==> config.mk <==
export PLATFORM = sky130hd
export DESIGN_NAME = lfa_ram
export DESIGN_NICKNAME = d
export VERILOG_FILES = /design/src/hdl/lfa_ram.sv
export SDC_FILE = /design/constraint.sdc
export NUM_CORES = 1
export LEC_CHECK = 0
export ABC_AREA = 1
export BUFFER_PORTS_ARGS = -buffer_cell sky130_fd_sc_hd__clkbuf_2
export CAP_MARGIN = 5
export CORE_ASPECT_RATIO = 2
export CORE_MARGIN = 5
export CORE_UTILIZATION = 66
export CTS_CLUSTER_SIZE = 28
export DETAILED_ROUTE_END_ITERATION = 16
export PLACE_DENSITY = 0.85
export SKIP_LAST_GASP = 1
export SLEW_MARGIN = 15
export SYNTH_ARGS = -nofsm -noshare
export SYNTH_HDL_FRONTEND = slang
export SYNTH_SLANG_ARGS = --single-unit
==> constraint.sdc <==
create_clock -name clk -period 1.8 [get_ports clk]
set_input_delay 0.36 -clock clk [delete_from_list [all_inputs] [get_ports clk]]
set_output_delay 0.36 -clock clk [all_outputs]
set_load 0.01 [all_outputs]
==> src/hdl/lfa_ram.sv <==
// Generic single-clock RAM with one write port and one registered read port.
`default_nettype none

module lfa_ram #(
	parameter int WIDTH = 8,
	parameter int DEPTH = 16
) (
	input  wire logic                     clk,
	input  wire logic                     wr_en,
	input  wire logic [$clog2(DEPTH)-1:0] wr_addr,
	input  wire logic [WIDTH-1:0]         wr_data,
	input  wire logic                     rd_en,
	input  wire logic [$clog2(DEPTH)-1:0] rd_addr,
	output logic      [WIDTH-1:0]         rd_data
);

	logic [WIDTH-1:0] mem [DEPTH];

	always_ff @(posedge clk) begin
		if (wr_en) begin
			mem[wr_addr] <= wr_data;
		end
		if (rd_en) begin
			rd_data <= mem[rd_addr];
		end
	end

endmodule

`default_nettype wire

* Yosys cells after proc, flatten, opt, wreduce, memory -nomap -nowiden
Memories as Yosys holds them, arrays and structs flattened. A register that Yosys moved wholly into a read port is not among the register bits.
Index checks and enable logic that the tools add are counted.
** Operators by class
- $add $sub $neg :: 0
- Multipliers :: 0
- Divide/modulo/power cells :: 0
- Magnitude comparators :: 0
- Equal/unequal tests :: 0
- Shift operators :: 0
- Multiplexer cells :: 2
- Bitwise logic cells :: 0
- Reduce and logical (&&, ||, !) cells :: 0
** Operators with widths (count)
- 1-bit 2-to-1 mux :: 2
** Word-level totals
- Bits in registers :: 0
- Latch bits :: 0
- Memory bits (writable) :: 128
- Memory bits (read-only) :: 0
- Input port bits :: 19
- Logic and storage cells :: 3
- Memories :: 1
** Memory list
- mem :: depth 16, width 8, rd ports 1, clocked after memory_dff 1, write ports 1, line 17 : logic [WIDTH-1:0] mem [DEPTH];

* Longest topological paths before layout
- Word-level depth :: 2
- Depth in mapped cells :: 8
- Depth with buffers taken out :: 7

* Worst setup path before layout
Ideal clock, no wire load.
- Kind :: input-to-reg
- From :: in wr_addr[2]
- To :: mem mem[10][0], enable pin
- Library setup time :: 0.370 ns
- Arrival :: 0.941 ns
- Data required time :: 1.430 ns
- Setup slack :: 0.489 ns
- Stages :: 2
- Path buffers :: 0
- Cell sequence :: nand3b_1 -> nor2_1
** RTL lines
- start: declaration :: line 10 : input wire logic [$clog2(DEPTH)-1:0] wr_addr,
- end: declaration :: line 17
Straight into the memory's write port.

* Worst setup path after layout
- From :: reg rd_data[6] (read register of mem)
- To :: out rd_data[6]
** RTL lines
- start: declaration :: line 14 : output logic [WIDTH-1:0] rd_data
No word-level cell between the ends.

==> metrics <==
Routed wire per std cell=between 15 and 20 microns; Flop pwr share=between 40% and 50%; fin cells=between 700 and 800; post-synth net total=570; HP Start=rd_en; Synth area leaders=edfxtp_1, nand2_1, nand3_1, inv_1, buf_6; layout cells sized above 1=12.54%; nature of the critical path endpoint=output pin; final setup violation count=0; FFs w/ async S/R, synth=0%; largest net degree at the start of global routing=65; Hold Violations, Final=0; DRC=0; synthesis-stage register bit count=136; max cap viols=0; global-route wire length before repair=20.38 mm; vias in the first global route=4000; cell area after synthesis=about 5800 sq um; final-stage net count=613; # hold bufs at CTS=0; GRT Overall Usage=24.94%; Cells after Synth=around 550; CTS Buffer Depth=2; final setup skew=about 0.0053 ns; drt total wl=roughly 13 mm; Post-synth top cells=nand2_1, edfxtp_1, inv_1; switching part of the total power=20.60%; worst reg2reg path endpoint=rd_data[5]; post-synthesis compound-gate area fraction=0%; status=finished, final reports clean; Clock Latency Late Sink=slightly above 0.4 ns; crit-path leading delay family=flip-flops; count leader, synth=nand2_1; Synth Area in Adders=0%; synth warn=0; Peak VDD IR=roughly 0.92 mV; Post-Synth Simple-Gate Area=20.76%; critical path buffer and inverter count=1; RSZ-0062 raised after global routing=no; CTS tree=yes; Reg clk slew, reported paths=about 0.060 ns; initial antenna violation count=0; global route overflow=0; placed insts=just under 700; Worst setup SP type=register; DIE WIDTH=about 77 microns; I/O Buffers=26; prevailing post-synth register cell=edfxtp_1; Max FO, Critical Path=1; clock sink count=~140; H-tree depth=4; Ports=27; NetSw=about 1.5 mW; FMAX=between 700 and 800 MHz; Chip Height=143.1 microns; Synth area leader=edfxtp_1; Slowest cell on crit path=edfxtp_1; FF-to-FF path depth=6; number of flops mapped to enable cells by yosys=between 100 and 150; HP Class=primary input to register; sequential cell area fraction in the yosys report=69.85%; vias post-DR=~4000; post-synthesis mux area share=0%; count of cells resized by post-cts repair=0; mean post-synth cell area=around 11 sq um; Antenna Nets Post-Route=0; WP data arrival=0.95 ns; vias per cell=5.727; CP Class=register to output pin; drt pass-1 iters=5; dpl hpwl=roughly 8.3 mm; leakage power=2.947 nW; CORE AREA=8648 sq um; PD cells=1098 nW/um^2; DRT iter0 DRCs=between 500 and 600; Synth Area in XOR/XNOR=0%; FP Rows=48; worst rel slew slack=about three fifths; PnR Total Power=7.363 mW; root buf cell=clkbuf_16; Clock power frac=45.2%; post-synth top area share=69.85%; Internal=approximately 6 mW; die area=approximately 11000 sq um; Period Utilization, post-route=between 70 and 80%; worst r2r src=mem[7][5]; final weighted congestion in routability-driven placement=0.8868; Critical Path RT=approximately 1.4 ns; largest family of logic cells by synthesized area=simple AND/OR/NAND/NOR gates; Worst-Margin Slew=0.6070 ns; Combinational Power Share=around 6.0%; Netlist cell types=11; WHS Path Cells=1; R2R Setup Slk=just over 0.6 ns; buffer count from post-CTS setup fixing=0; Hold Path End=rd_data[7]; Slew Limit Fails=0; crit path time final=between 1 and 1.5 ns; slowest stage delay, CP=between 0.3 and 0.4 ns; total negative setup slack=0 ns; Initial Util=67.61%; Num CTS Buffers=17; Cell Chain, Critical Path=clkbuf_2; ant diodes=0; Layout area overhead=14.70%
## registers in the layout, indices dropped and copies added (netlist names)
register  count
rd_data       8
mem         128
## power groups by stage
stage | clock, mW | sequential (mW) | combinational [mW]
final | 3.33 | 3.59 | 0.444
after global placement | 0 | 3.65 | 0.418
after global routing | 3.50 | 3.60 | 0.484
after floorplan | 0 | 3.66 | 0.250
after CTS | 3.35 | 3.59 | 0.440
after detailed placement | 0 | 3.66 | 0.432
## metal layers
layer	share of wire (%)	global-route usage (%)
met5	0	0
met3	7.6	5.556
met4	5.0	15.02
met1	34	27.83
met2	53	43.17
## cells by family (layout without fill, tap and decap cells)
| family | after synthesis | in the layout |
|---|---|---|
| buffers and inverters | 126 | 181 |
| DFF | 136 | 136 |
| and+or+nand+nor | 289 | 289 |
## layout by cell type, fill, tap and decap left out
master,netlist,final
nand2_1,173,173
edfxtp_1,136,136
inv_1,100,100
nand3_1,97,97
clkbuf_2,0,26
buf_4,4,19
nor2_1,17,17
clkbuf_16,0,17
clkinv_2,0,5
clkbuf_1,0,3
bufinv_16,0,3
buf_12,0,3
inv_2,2,2
nand3b_1,2,2
clkinv_1,0,2
clkinv_4,0,1
## through the flow
step / hold slack (ns) / utilization (%) / cell area, sq um / worst slack [ns]
floorplan: 0.4589 / - / 5847 / 0.4892
global placement: 0.7184 / 70.98 / 6138 / 0.2420
detailed placement: 0.7480 / 70.98 / 6138 / 0.2282
CTS: 0.3263 / 77.55 / 6706 / 0.4742
global route: 0.3333 / 77.55 / 6706 / 0.4651
finish: 0.3414 / 77.55 / 6706 / 0.4910
## worst max path at each step
stage                    start    endpoint  slack [ns]  depth (start not counted)
floorplan           wr_addr[2]  mem[10][0]        0.49                          2
global placement    rd_addr[0]  rd_data[0]        0.24                          8
detailed placement  rd_addr[0]  rd_data[0]        0.23                          7
CTS                 rd_data[0]  rd_data[0]        0.47                          1
global route        rd_data[0]  rd_data[0]        0.47                          1
finish              rd_data[6]  rd_data[6]        0.49                          1
## area by class of cell
class	count	area, sq um
multi-input cells	289	1214
inverters	102	382.9
repair buffers	48	332.8
flip-flops and latches	136	4084
clock buffers	20	436.7
clock inverters	11	131.4
well taps	100	125.1
fillers	504	1942
Power figures use the tool's default switching activity.
